File: config.mk
export PLATFORM = sky130hd
export DESIGN_NAME = frustum_plane_extractor
export DESIGN_NICKNAME = d
export VERILOG_FILES = /design/src/design/fpe_pkg.sv /design/src/design/fpe_front.sv /design/src/design/fpe_back.sv /design/src/design/frustum_plane_extractor.sv
export SDC_FILE = /design/constraint.sdc
export NUM_CORES = 2
export LEC_CHECK = 0
export BUFFER_PORTS_ARGS = -buffer_cell sky130_fd_sc_hd__clkbuf_2
export CAP_MARGIN = 0
export CORE_MARGIN = 3
export CORE_UTILIZATION = 45
export CTS_CLUSTER_DIAMETER = 120
export DETAILED_ROUTE_END_ITERATION = 12
export PLACE_DENSITY_LB_ADDON = 0.25
export REMOVE_ABC_BUFFERS = 1
export SETUP_SLACK_MARGIN = 0.3
export SKIP_CTS_REPAIR_TIMING = 1
export SLEW_MARGIN = 25
export SYNTH_ARGS = -nofsm -noshare
export SYNTH_HDL_FRONTEND = slang
export SYNTH_HIERARCHICAL = 1
export SYNTH_SLANG_ARGS = --single-unit
export TNS_END_PERCENT = 20
File: constraint.sdc
create_clock -name i_clk -period 15 [get_ports i_clk]
set_input_delay 0.75 -clock i_clk [delete_from_list [all_inputs] [get_ports i_clk]]
set_output_delay 0.75 -clock i_clk [all_outputs]
set_load 0.1 [all_outputs]
File: src/design/fpe_pkg.sv
package fpe_pkg;

    localparam int unsigned WORD_W = 32;
    localparam int unsigned NUM_PLANES = 6;
    localparam logic [2:0] PLANE_NEAR = 3'd4;
    localparam logic [2:0] PLANE_FAR = 3'd5;

    // One queued job: which planes to produce for the stored matrix.
    typedef struct packed {
        logic near_only;
    } t_job;

    // One plane's raw (unnormalized) coefficients with its tags.
    typedef struct packed {
        logic [2:0] plane;
        logic last;
        logic signed [WORD_W-1:0] a;
        logic signed [WORD_W-1:0] b;
        logic signed [WORD_W-1:0] c;
        logic signed [WORD_W-1:0] d;
    } t_plane;

    function automatic logic signed [WORD_W-1:0] sat_add(
        input logic signed [WORD_W-1:0] x,
        input logic signed [WORD_W-1:0] y,
        input logic minus
    );
        logic signed [WORD_W:0] s;
        begin
            s = minus ? ({x[WORD_W-1], x} - {y[WORD_W-1], y})
                      : ({x[WORD_W-1], x} + {y[WORD_W-1], y});
            if (s[WORD_W] != s[WORD_W-1]) begin
                sat_add = s[WORD_W] ? {1'b1, {(WORD_W-1){1'b0}}}
                                    : {1'b0, {(WORD_W-1){1'b1}}};
            end else begin
                sat_add = s[WORD_W-1:0];
            end
        end
    endfunction

endpackage

File: src/design/fpe_front.sv
// Matrix store and plane assembly; queues jobs for the normalizer.
module fpe_front (
    input  logic i_clk,
    input  logic i_rst_n,
    input  logic i_load,
    input  logic signed [fpe_pkg::WORD_W-1:0] i_value,
    input  logic [3:0] i_index,
    input  logic i_go,
    input  logic i_near_only,
    output logic o_busy,
    output logic o_plane_valid,
    output fpe_pkg::t_plane o_plane,
    input  logic i_plane_take
);
    logic signed [fpe_pkg::WORD_W-1:0] r_mat [16];
    // Two-entry job queue.
    fpe_pkg::t_job r_q [2];
    logic [1:0] r_q_cnt, n_q_cnt;
    logic r_q_rd, r_q_wr;
    logic [2:0] r_k;
    logic r_act;
    fpe_pkg::t_job r_job;

    logic push, pop;
    logic [1:0] row;
    logic minus;
    logic [2:0] plane;

    assign push = i_load && i_go;
    assign pop = (r_q_cnt != 2'd0) && !r_act;
    // Items are held off from the start item until the last plane has been
    // taken, so the store stays fixed while planes are built from it.
    assign o_busy = (r_q_cnt != 2'd0) || r_act;

    always_ff @(posedge i_clk) begin
        if (i_load) begin
            r_mat[i_index] <= i_value;
        end
        if (push) begin
            r_q[r_q_wr].near_only <= i_near_only;
        end
        if (pop) begin
            r_job <= r_q[r_q_rd];
        end
    end

    always_comb begin
        n_q_cnt = r_q_cnt;
        if (push && !pop) begin
            n_q_cnt = r_q_cnt + 2'd1;
        end else if (pop && !push) begin
            n_q_cnt = r_q_cnt - 2'd1;
        end
    end

    always_ff @(posedge i_clk) begin
        if (!i_rst_n) begin
            r_q_cnt <= '0;
            r_q_rd <= 1'b0;
            r_q_wr <= 1'b0;
            r_act <= 1'b0;
            r_k <= '0;
        end else begin
            r_q_cnt <= n_q_cnt;
            if (push) begin
                r_q_wr <= !r_q_wr;
            end
            if (pop) begin
                r_q_rd <= !r_q_rd;
                r_act <= 1'b1;
                r_k <= r_q[r_q_rd].near_only ? fpe_pkg::PLANE_NEAR : 3'd0;
            end else if (r_act && i_plane_take) begin
                if (r_job.near_only || r_k == fpe_pkg::PLANE_FAR) begin
                    r_act <= 1'b0;
                end else begin
                    r_k <= r_k + 3'd1;
                end
            end
        end
    end

    // Each plane is built from the store at the moment the normalizer takes it.
    assign row = r_k[2:1];
    assign minus = r_k[0];
    assign plane = r_k;
    assign o_plane_valid = r_act;
    assign o_plane.plane = plane;
    assign o_plane.last = r_job.near_only || (r_k == fpe_pkg::PLANE_FAR);
    assign o_plane.a = fpe_pkg::sat_add(r_mat[12], r_mat[{row, 2'd0}], minus);
    assign o_plane.b = fpe_pkg::sat_add(r_mat[13], r_mat[{row, 2'd1}], minus);
    assign o_plane.c = fpe_pkg::sat_add(r_mat[14], r_mat[{row, 2'd2}], minus);
    assign o_plane.d = fpe_pkg::sat_add(r_mat[15], r_mat[{row, 2'd3}], minus);
endmodule

File: src/design/fpe_back.sv
// Normalizer: squared length, bit-serial square root, four serial divisions.
module fpe_back #(
    parameter int FRAC_BITS = 16
) (
    input  logic i_clk,
    input  logic i_rst_n,
    input  logic i_plane_valid,
    input  fpe_pkg::t_plane i_plane,
    output logic o_plane_take,
    output logic o_valid,
    output logic [2:0] o_plane_index,
    output logic signed [fpe_pkg::WORD_W-1:0] o_coef_a,
    output logic signed [fpe_pkg::WORD_W-1:0] o_coef_b,
    output logic signed [fpe_pkg::WORD_W-1:0] o_coef_c,
    output logic signed [fpe_pkg::WORD_W-1:0] o_coef_d,
    output logic o_degenerate,
    output logic o_final_plane
);
    localparam int NUM_W = 32 + FRAC_BITS + 1;
    localparam int QMAX = 41;

    typedef enum logic [5:0] {
        S_IDLE = 6'b000001,
        S_SQ   = 6'b000010,
        S_ROOT = 6'b000100,
        S_DIV  = 6'b001000,
        S_NEXT = 6'b010000,
        S_OUT  = 6'b100000
    } t_state;

    t_state r_state;
    fpe_pkg::t_plane r_p;
    logic [1:0] r_sel;
    logic [5:0] r_cnt;
    logic [65:0] r_sq;
    logic [65:0] r_rem;
    logic [32:0] r_root;
    logic [NUM_W-1:0] r_num;
    logic [NUM_W-1:0] r_drem;
    logic [NUM_W-1:0] r_quo;
    logic signed [fpe_pkg::WORD_W-1:0] r_res [4];
    logic r_out;

    logic signed [fpe_pkg::WORD_W-1:0] cur;
    logic [31:0] mag;
    logic [63:0] prod;
    logic [65:0] trial;
    logic [65:0] rem_sh;
    logic [NUM_W-1:0] d_sh;
    logic [NUM_W-1:0] lenx;
    logic [NUM_W-1:0] qsat;
    logic signed [fpe_pkg::WORD_W:0] sres;

    always_comb begin
        unique case (r_sel)
            2'd0: cur = r_p.a;
            2'd1: cur = r_p.b;
            2'd2: cur = r_p.c;
            default: cur = r_p.d;
        endcase
        mag = cur[31] ? 32'(-cur) : 32'(cur);
        prod = 64'(mag) * 64'(mag);
        rem_sh = {r_rem[63:0], r_sq[65:64]};
        trial = 66'({r_root[31:0], 2'b01});
        d_sh = {r_drem[NUM_W-2:0], r_num[NUM_W-1]};
        lenx = NUM_W'(r_root);
        qsat = (r_quo > NUM_W'(64'd1 << QMAX-1)) ? NUM_W'(64'd1 << QMAX-1) : r_quo;
        if (cur[31]) begin
            sres = -$signed({1'b0, qsat[31:0]});
            if (qsat[NUM_W-1:31] != '0 && !(qsat == NUM_W'(64'h80000000))) begin
                sres = {1'b1, 1'b1, 31'd0};
            end
        end else begin
            sres = $signed({1'b0, qsat[31:0]});
            if (qsat[NUM_W-1:31] != '0) begin
                sres = {2'b00, {31{1'b1}}};
            end
        end
    end

    assign o_plane_take = (r_state == S_IDLE) && i_plane_valid;

    always_ff @(posedge i_clk) begin
        if (!i_rst_n) begin
            r_state <= S_IDLE;
            r_out <= 1'b0;
        end else begin
            r_out <= 1'b0;
            unique case (r_state)
                S_IDLE: begin
                    if (i_plane_valid) begin
                        r_p <= i_plane;
                        r_sel <= 2'd0;
                        r_sq <= '0;
                        r_state <= S_SQ;
                    end
                end
                S_SQ: begin
                    r_sq <= r_sq + 66'(prod);
                    if (r_sel == 2'd2) begin
                        r_sel <= 2'd0;
                        r_cnt <= 6'd0;
                        r_rem <= '0;
                        r_root <= '0;
                        r_state <= S_ROOT;
                    end else begin
                        r_sel <= r_sel + 2'd1;
                    end
                end
                S_ROOT: begin
                    r_sq <= {r_sq[63:0], 2'b00};
                    if (rem_sh >= trial) begin
                        r_rem <= rem_sh - trial;
                        r_root <= {r_root[31:0], 1'b1};
                    end else begin
                        r_rem <= rem_sh;
                        r_root <= {r_root[31:0], 1'b0};
                    end
                    if (r_cnt == 6'd32) begin
                        r_state <= S_NEXT;
                        r_sel <= 2'd0;
                    end else begin
                        r_cnt <= r_cnt + 6'd1;
                    end
                end
                S_NEXT: begin
                    if (r_root == '0) begin
                        r_state <= S_OUT;
                        r_out <= 1'b1;
                    end else begin
                        r_num <= (NUM_W'(mag) << FRAC_BITS) + (lenx >> 1);
                        r_drem <= '0;
                        r_quo <= '0;
                        r_cnt <= 6'd0;
                        r_state <= S_DIV;
                    end
                end
                S_DIV: begin
                    r_num <= {r_num[NUM_W-2:0], 1'b0};
                    if (d_sh >= lenx) begin
                        r_drem <= d_sh - lenx;
                        r_quo <= {r_quo[NUM_W-2:0], 1'b1};
                    end else begin
                        r_drem <= d_sh;
                        r_quo <= {r_quo[NUM_W-2:0], 1'b0};
                    end
                    if (r_cnt == 6'(NUM_W)) begin
                        r_res[r_sel] <= sres[31:0];
                        if (r_sel == 2'd3) begin
                            r_state <= S_OUT;
                            r_out <= 1'b1;
                        end else begin
                            r_sel <= r_sel + 2'd1;
                            r_state <= S_NEXT;
                        end
                    end else begin
                        r_cnt <= r_cnt + 6'd1;
                    end
                end
                S_OUT: begin
                    r_state <= S_IDLE;
                end
                default: r_state <= S_IDLE;
            endcase
        end
    end

    // The division's last cycle stores the quotient as it stood before that cycle's
    // shift, so the final shift does not reach the stored result.
    assign o_valid = r_out;
    assign o_plane_index = r_p.plane;
    assign o_degenerate = (r_root == '0);
    assign o_coef_a = o_degenerate ? '0 : r_res[0];
    assign o_coef_b = o_degenerate ? '0 : r_res[1];
    assign o_coef_c = o_degenerate ? '0 : r_res[2];
    assign o_coef_d = o_degenerate ? '0 : r_res[3];
    assign o_final_plane = r_p.last;
endmodule

File: src/design/frustum_plane_extractor.sv
// From the edge that takes the start item, the planes (all six, or the near plane only
// in near-only mode) pass one at a time through squaring of a, b and c, the bit-serial
// root and four serial divisions; a degenerate plane skips the divisions.
// Busy holds off items from the start item until the last plane enters the normalizer;
// other items are taken one per cycle. Results cannot be stalled.
// Reset clears control state and the mode register; the matrix store is not cleared.
module frustum_plane_extractor #(
    parameter int FRAC_BITS = 16
) (
    input  logic i_clk,
    input  logic i_rst_n,
    input  logic start,
    output logic busy,
    input  logic signed [31:0] i_element_value,
    input  logic [3:0] i_element_index,
    input  logic i_start_compute,
    input  logic i_cfg_valid,
    output logic o_cfg_ready,
    input  logic i_cfg_near_only_mode,
    output logic o_valid,
    output logic [2:0] o_plane_index,
    output logic signed [31:0] o_coef_a,
    output logic signed [31:0] o_coef_b,
    output logic signed [31:0] o_coef_c,
    output logic signed [31:0] o_coef_d,
    output logic o_degenerate,
    output logic o_final_plane
);
    logic r_near_only;
    logic load, pv, take;
    fpe_pkg::t_plane plane;

    assign o_cfg_ready = 1'b1;
    assign load = start && !busy;

    always_ff @(posedge i_clk) begin
        if (!i_rst_n) begin
            r_near_only <= 1'b0;
        end else if (i_cfg_valid) begin
            r_near_only <= i_cfg_near_only_mode;
        end
    end

    fpe_front u_front (
        .i_clk(i_clk), .i_rst_n(i_rst_n), .i_load(load),
        .i_value(i_element_value), .i_index(i_element_index),
        .i_go(i_start_compute), .i_near_only(r_near_only),
        .o_busy(busy), .o_plane_valid(pv), .o_plane(plane),
        .i_plane_take(take)
    );

    fpe_back #(.FRAC_BITS(FRAC_BITS)) u_back (
        .i_clk(i_clk), .i_rst_n(i_rst_n), .i_plane_valid(pv),
        .i_plane(plane), .o_plane_take(take), .o_valid(o_valid),
        .o_plane_index(o_plane_index), .o_coef_a(o_coef_a),
        .o_coef_b(o_coef_b), .o_coef_c(o_coef_c), .o_coef_d(o_coef_d),
        .o_degenerate(o_degenerate), .o_final_plane(o_final_plane)
    );

    a_deg_zero: assert property (@(posedge i_clk) disable iff (!i_rst_n)
        (o_valid && o_degenerate) |-> (o_coef_a == 0 && o_coef_d == 0))
        else $error("degenerate plane with nonzero coefficients");
    a_plane_range: assert property (@(posedge i_clk) disable iff (!i_rst_n)
        o_valid |-> (o_plane_index <= 3'd5))
        else $error("plane index out of range");
    a_single_strobe: assert property (@(posedge i_clk) disable iff (!i_rst_n)
        o_valid |=> !o_valid)
        else $error("back-to-back result strobes");
endmodule

# == Word level (Yosys, flattened, before mapping) ==
# Memories as Yosys holds them, arrays and structs flattened. A register that Yosys moved wholly into a read port is not among the register bits.
# Index checks and enable logic that the tools add are counted.
# word_totals
out_inout_bits,136
ramBits,642
reg_bits,466
memories,3
word_cells,198
input_bits,42
# op_classes
addsub,19
mux,86
n_mul,1
magnitude_cmp,3
reduce_logical,38
eq_ne,25
# memory_table
memory,depth,word_bits,rd,rd_ports_with_merged_regs,write_ports,line_no,rtl
u_front.r_mat,16,32,8,4,1,fpe_front.sv:15,logic signed [fpe_pkg::WORD_W-1:0] r_mat [16];
u_back.r_res,4,32,4,0,1,fpe_back.sv:41,logic signed [fpe_pkg::WORD_W-1:0] r_res [4];
u_front.r_q,2,1,1,1,1,fpe_front.sv:17,fpe_pkg::t_job r_q [2];
# ops
operator,count
32-bit 2-to-1 mux,16
66-bit one-hot mux with 3 select lines,1
49-bit one-hot mux with 2 select lines,2
33-bit 2-to-1 mux,5
49-bit 2-to-1 mux,3
32-bit by 32-bit adder with 33-bit output,4
32-bit by 32-bit subtractor with 33-bit output,4
64-bit 2-to-1 mux,2
64-bit one-hot mux with 2 select lines,1
32-bit one-hot mux with 3 select lines,1
48-bit one-hot mux with 2 select lines,1
66-bit by 64-bit adder with 66-bit output,1
66-bit by 34-bit greater-or-equal comparator with 1-bit output,1
66-bit 2-to-1 mux,1
33-bit one-hot mux with 2 select lines,1
32-bit by 32-bit multiplier with 64-bit output,1
32-bit negation,2
64-bit by 34-bit subtractor with 64-bit output,1
6-bit 2-to-1 mux,10
48-bit by 32-bit adder with 49-bit output,1
"49-bit by 32-bit equality test with 1-bit output, second input constant",1
49-bit by 33-bit greater-or-equal comparator with 1-bit output,1
"49-bit by 41-bit greater-than comparator with 1-bit output, second input constant",1
48-bit 2-to-1 mux,1
other kinds (38),109

# == Longest topological paths before layout ==
# depth
word_depth,9
ltp_mapped,47

# == By module ==
# Netlist, hierarchy kept.
# by_module_without_submodules
module,n_inst,area_each_um2,cells_each,seq_area_each_um2
fpe_back,1,61187.4,6179,17466.8
fpe_front,1,29957.5,2277,15685.0
frustum_plane_extractor,1,53.8,6,20.0

# == Worst setup path before layout ==
# No wires, ideal clock.
# synth_timing
path_kind,register to register
start,reg u_back.r_sel[0]
end,"reg u_back.r_sq[64], data pin"
t_required_ns,14.739
t_arrival_ns,11.559
setup_ns,0.261
setup_slack_ns,3.180
path_stages_with_launch,43
n_path_buf,9
cell_sequence,edfxtp_1 -> ha_1 -> buf_2 -> inv_2 -> clkbuf_1 -> clkbuf_1 -> clkbuf_1 -> buf_1 -> a21oi_1 -> clkinv_1 -> clkbuf_1 -> ha_1 -> inv_1 -> nor2_1 -> and4b_1 -> clkbuf_1 -> nand2_1 -> o31ai_1 -> [... 7 more ...] -> fa_1 -> fa_1 -> fa_1 -> fa_1 -> inv_1 -> fa_1 -> inv_1 -> ha_1 -> clkbuf_1 -> nand2_1 -> nor2_1 -> and3_1 -> nand3_1 -> o41ai_1 -> a2111oi_0 -> nor3_1 -> nor2_1 -> a311o_1
# synth_between
elab_chain_len,7
word_cells_on_any_way,9
cone_classes,add/sub: 2; mul: 1; eq/ne: 2; mux: 3; reduce/logical: 1
# synth_lines
item,line_no,rtl
from (decl),fpe_back.sv:33,logic [1:0] r_sel;
from (signal assigned),fpe_back.sv:107,r_sel <= r_sel + 2'd1;
from (signal assigned),fpe_back.sv:153,r_sel <= r_sel + 2'd1;
2-bit equality test (tied with other cells),fpe_back.sv:55,unique case (r_sel)
32-bit one-hot mux with 3 select lines *,fpe_back.sv:55,
32-bit negation,fpe_back.sv:61,mag = cur[31] ? 32'(-cur) : 32'(cur);
32-bit 2-to-1 mux *,fpe_back.sv:61,
32-bit by 32-bit multiplier with 64-bit output *,fpe_back.sv:62,prod = 64'(mag) * 64'(mag);
66-bit by 64-bit adder with 66-bit output *,fpe_back.sv:99,r_sq <= r_sq + 66'(prod);
66-bit one-hot mux with 3 select lines *,fpe_back.sv:89,unique case (r_state)
to (signal assigned),fpe_back.sv:99,
to (signal assigned),fpe_back.sv:111,"r_sq <= {r_sq[63:0], 2'b00};"
to (decl),fpe_back.sv:35,logic [65:0] r_sq;
# Mark *: on every way between the ends. The rest lies on a longest branch, timed or not.
# A chain may end at the register's enable or synchronous reset.

# == Worst setup path in the final report ==
# layout_timing
start,reg u_back.r_sel[0]
end,"reg u_back.r_sq[63], data pin"
# Same word-level chain as after synthesis.

==> results.json <==
{
  "slew_violations": 0,
  "start_util_pct": 45.44,
  "first_global_vias": 67048,
  "rsz0062_at_grt": "no",
  "synth_edf_count": 1092,
  "insertion_delay_ns": 0.80,
  "gp_congestion": 0.9886,
  "arrival_ns": 13.36,
  "cp_num_cells": 37,
  "crit_buf_inv": 11,
  "synth.avg_cell_area_sq_um": 10.78,
  "required_ns": 15.48,
  "layout-drive-gt1-share_pct": 8.425,
  "path_class": "flop to flop",
  "clk_path_buf_depth": 3,
  "drt_iter0_markers": 4830,
  "critPathTopFamily": "adder cells",
  "start_kind": "flop",
  "numPortBuffers": 176,
  "cts-root-buf": "clkbuf_16",
  "core_sq_mm": 0.2007,
  "rows": 164,
  "timing.rr.start": "u_back/r_sel[0]",
  "critPathMostFrequentCell": "fa_1",
  "grt_max_degree": 115,
  "area_delta_synth_final_pct": 9.156,
  "cpPeakStageDelay_ns": 0.75,
  "synthFlopType": "edfxtp_1",
  "min_path_type": "input port to flop",
  "final_hold_viol_count": 0,
  "cts_max_level": 3,
  "cap_violations": 0,
  "fin_nets": 9997,
  "crit_slowest_cell": "o31ai_1",
  "clock-sinks": 1111,
  "fin_skew_ns": 0.08315,
  "via_count": 64069,
  "period_minus_slack_ns": 12.88,
  "ys_warn_count": 6,
  "end_kind": "flop",
  "ios": 178,
  "die-area_sq_mm": 0.2081,
  "die_w_um": 456.2,
  "place_hpwl_um": 190000,
  "slew_headroom_pct": 24.16,
  "routed_wl_um": 253400,
  "timing.fmax_mhz": 77.63,
  "utilization_pct": 49.61,
  "antenna_left": 0,
  "cts_buffers": 120,
  "ys_ff_latch": 1111,
  "grt-ovfl-total": 0,
  "path_clk_slew_ns": 0.06,
  "setup.worst_path.start": "u_back/r_sel[0]",
  "avgRoutedWirePerCell_um": 22.35,
  "cp_max_fo": 49,
  "ys_types": 112,
  "ys_async_sr_fraction_pct": 0,
  "post_drt_via_cell_ratio": 5.652,
  "crit_end": "u_back/r_sq[63]",
  "setup_viol": 0,
  "drt_pass1_iterations": 7,
  "worst_pin_slew_ns": 1.136,
  "syn_inst": 8462,
  "die_height_um": 456.2,
  "r2r_end": "u_back/r_sq[63]",
  "grtUsageTotal_pct": 24.25,
  "regToRegSetupSlack_ns": 2.12,
  "cts_tree": "built",
  "syn-cell-area_sq_mm": 0.09120,
  "drc": 0,
  "yosysSeqAreaShare_pct": 36.37,
  "antenna_found_initial": 5,
  "finalCritPeriodShare_pct": 85.87,
  "setup_tns_ns": 0,
  "outcome": "finished clean",
  "grt_pass1_wl_um": 392200,
  "ff2ff_path_depth": 37
}
[cells in the mapped netlist (22+ instances only)]
| library cell | count | share of area [%] |
|---|---|---|
| mux4_2 | 89 | 2.2 |
| a211oi_1 | 51 | 0.42 |
| fa_1 | 894 | 20 |
| nor4_1 | 57 | 0.39 |
| a21o_1 | 175 | 1.4 |
| mux4_1 | 37 | 1.1 |
| buf_2 | 22 | 0.12 |
| nor3_1 | 98 | 0.54 |
| a31oi_1 | 76 | 0.52 |
| mux2i_1 | 24 | 0.26 |
| nand3_1 | 113 | 0.62 |
| o21bai_1 | 44 | 0.36 |
| o21ai_0 | 283 | 1.6 |
| nor2_1 | 645 | 2.7 |
| maj3_1 | 41 | 0.45 |
| ha_1 | 487 | 6.7 |
| o31ai_1 | 30 | 0.25 |
| nand4_1 | 41 | 0.28 |
| xor2_1 | 135 | 1.3 |
| o21a_1 | 36 | 0.30 |
| nand2_1 | 679 | 2.8 |
| and3_1 | 52 | 0.36 |
| nor2b_1 | 174 | 1.2 |
| xnor2_1 | 315 | 3.0 |
| nand2b_1 | 47 | 0.32 |
| a21oi_1 | 497 | 2.7 |
| edfxtp_1 | 1092 | 36 |
| inv_1 | 1327 | 5.5 |
| or3_1 | 38 | 0.26 |
| a222oi_1 | 26 | 0.29 |
| and2_1 | 95 | 0.65 |
| clkbuf_1 | 250 | 1.0 |
| or2_2 | 26 | 0.18 |
| o22ai_1 | 32 | 0.22 |
| o211ai_1 | 32 | 0.26 |
[cell usage in the layout, fill, tap and decap left out, types with 28 or more instances in the layout]
cell,count
xor2_1,129
a31oi_1,76
o21bai_1,44
mux4_1,37
and3_1,50
o22ai_1,32
nand4_1,41
nand3_1,112
nor4_1,56
buf_4,103
a21oi_1,495
ha_1,487
o31ai_1,30
fa_1,894
o21a_1,35
nand2_1,679
nor2b_1,173
xnor2_1,302
o21ai_0,283
and2_1,91
clkbuf_16,120
nor2_1,632
clkbuf_2,176
inv_1,1327
maj3_1,41
o211ai_1,32
nand2b_1,47
a21o_1,175
a211oi_1,50
mux4_2,89
edfxtp_1,1092
or3_1,38
nor3_1,93
conb_1,28
[routing by layer]
metal / GRT usage, % / part of all wire (%) / vias to the layer above
li1: - / - / 29004
met1: 30.65 / 40 / 32376
met2: 41.75 / 49 / 2163
met3: 3.453 / 6.2 / 524
met4: 10.09 / 4.7 / 2
met5: 0 / 0.0051 / -
[sequential cells by signal, summed over array words and instances, names as in the netlist, 2 cells and up, named ones only]
register              count
u_front/r_mat           512
u_back/r_p              128
u_back/r_res            128
u_back/r_sq              66
u_back/r_rem             64
u_back/r_num             49
u_back/r_quo             49
u_back/r_drem            48
u_back/r_root            33
u_back/r_cnt              6
u_back/r_state            6
u_back/o_plane_index      3
u_front/plane             3
u_back/r_sel              2
u_front/r_q               2
u_front/r_q_cnt           2
[cells by family after synthesis]
family                     share of synthesized area [%]
buffers and inverters                              7.159
adders and majority gates                          26.82
and+or+nand+nor                                    11.45
muxes                                              3.671
AOI/OAI and AO/OA                                  10.11
xor gates and xnor gates                           4.411
other                                            0.01235
DFF                                                36.37
[worst register-to-register path: cells and delay by family (launching register included)]
kind | cells | cell delay (ns)
buf+inv | 11 | 2.13
simple gates | 5 | 1.25
xor+xnor | 1 | 0.63
flops | 1 | 0.43
fa+ha+maj | 11 | 4.80
compound gates | 9 | 3.33
[worst min path at each step]
stage / from / end / slack, ns / depth (start not counted)
floorplan: r_near_only / u_front/r_q[0] / 0.42 / 0
global placement: r_near_only / u_front/r_q[1] / 0.44 / 0
detailed placement: r_near_only / u_front/r_q[0] / 0.45 / 0
CTS: i_cfg_near_only_mode / r_near_only / 0.20 / 3
global route: i_cfg_near_only_mode / r_near_only / 0.25 / 3
finish: i_cfg_near_only_mode / r_near_only / 0.25 / 3
[per-stage QoR]
stage	setup WS [ns]	instances	area (sq um)	hold WS, ns
finish	2.119	11336	99550	0.2474
global route	1.573	11334	99540	0.2515
CTS	2.218	11331	99460	0.1995
detailed placement	2.269	11106	95300	0.4543
global placement	2.018	11100	95150	0.4448
floorplan	1.047	8164	89800	0.4249
[area by class of cell]
type	instances	area (sq um)
fill	17982	101100
clock inverter	79	1028
tap	2656	3323
clock buffer	146	3131
timing repair buffer	288	1848
inverter	1342	5037
sequential	1111	33180
multi-input combinational	5711	51990
antenna	3	7.507
Power is left out: the tool's default activity adds up to more than one toggle a clock period on the data nets, which glitch-free logic cannot reach.
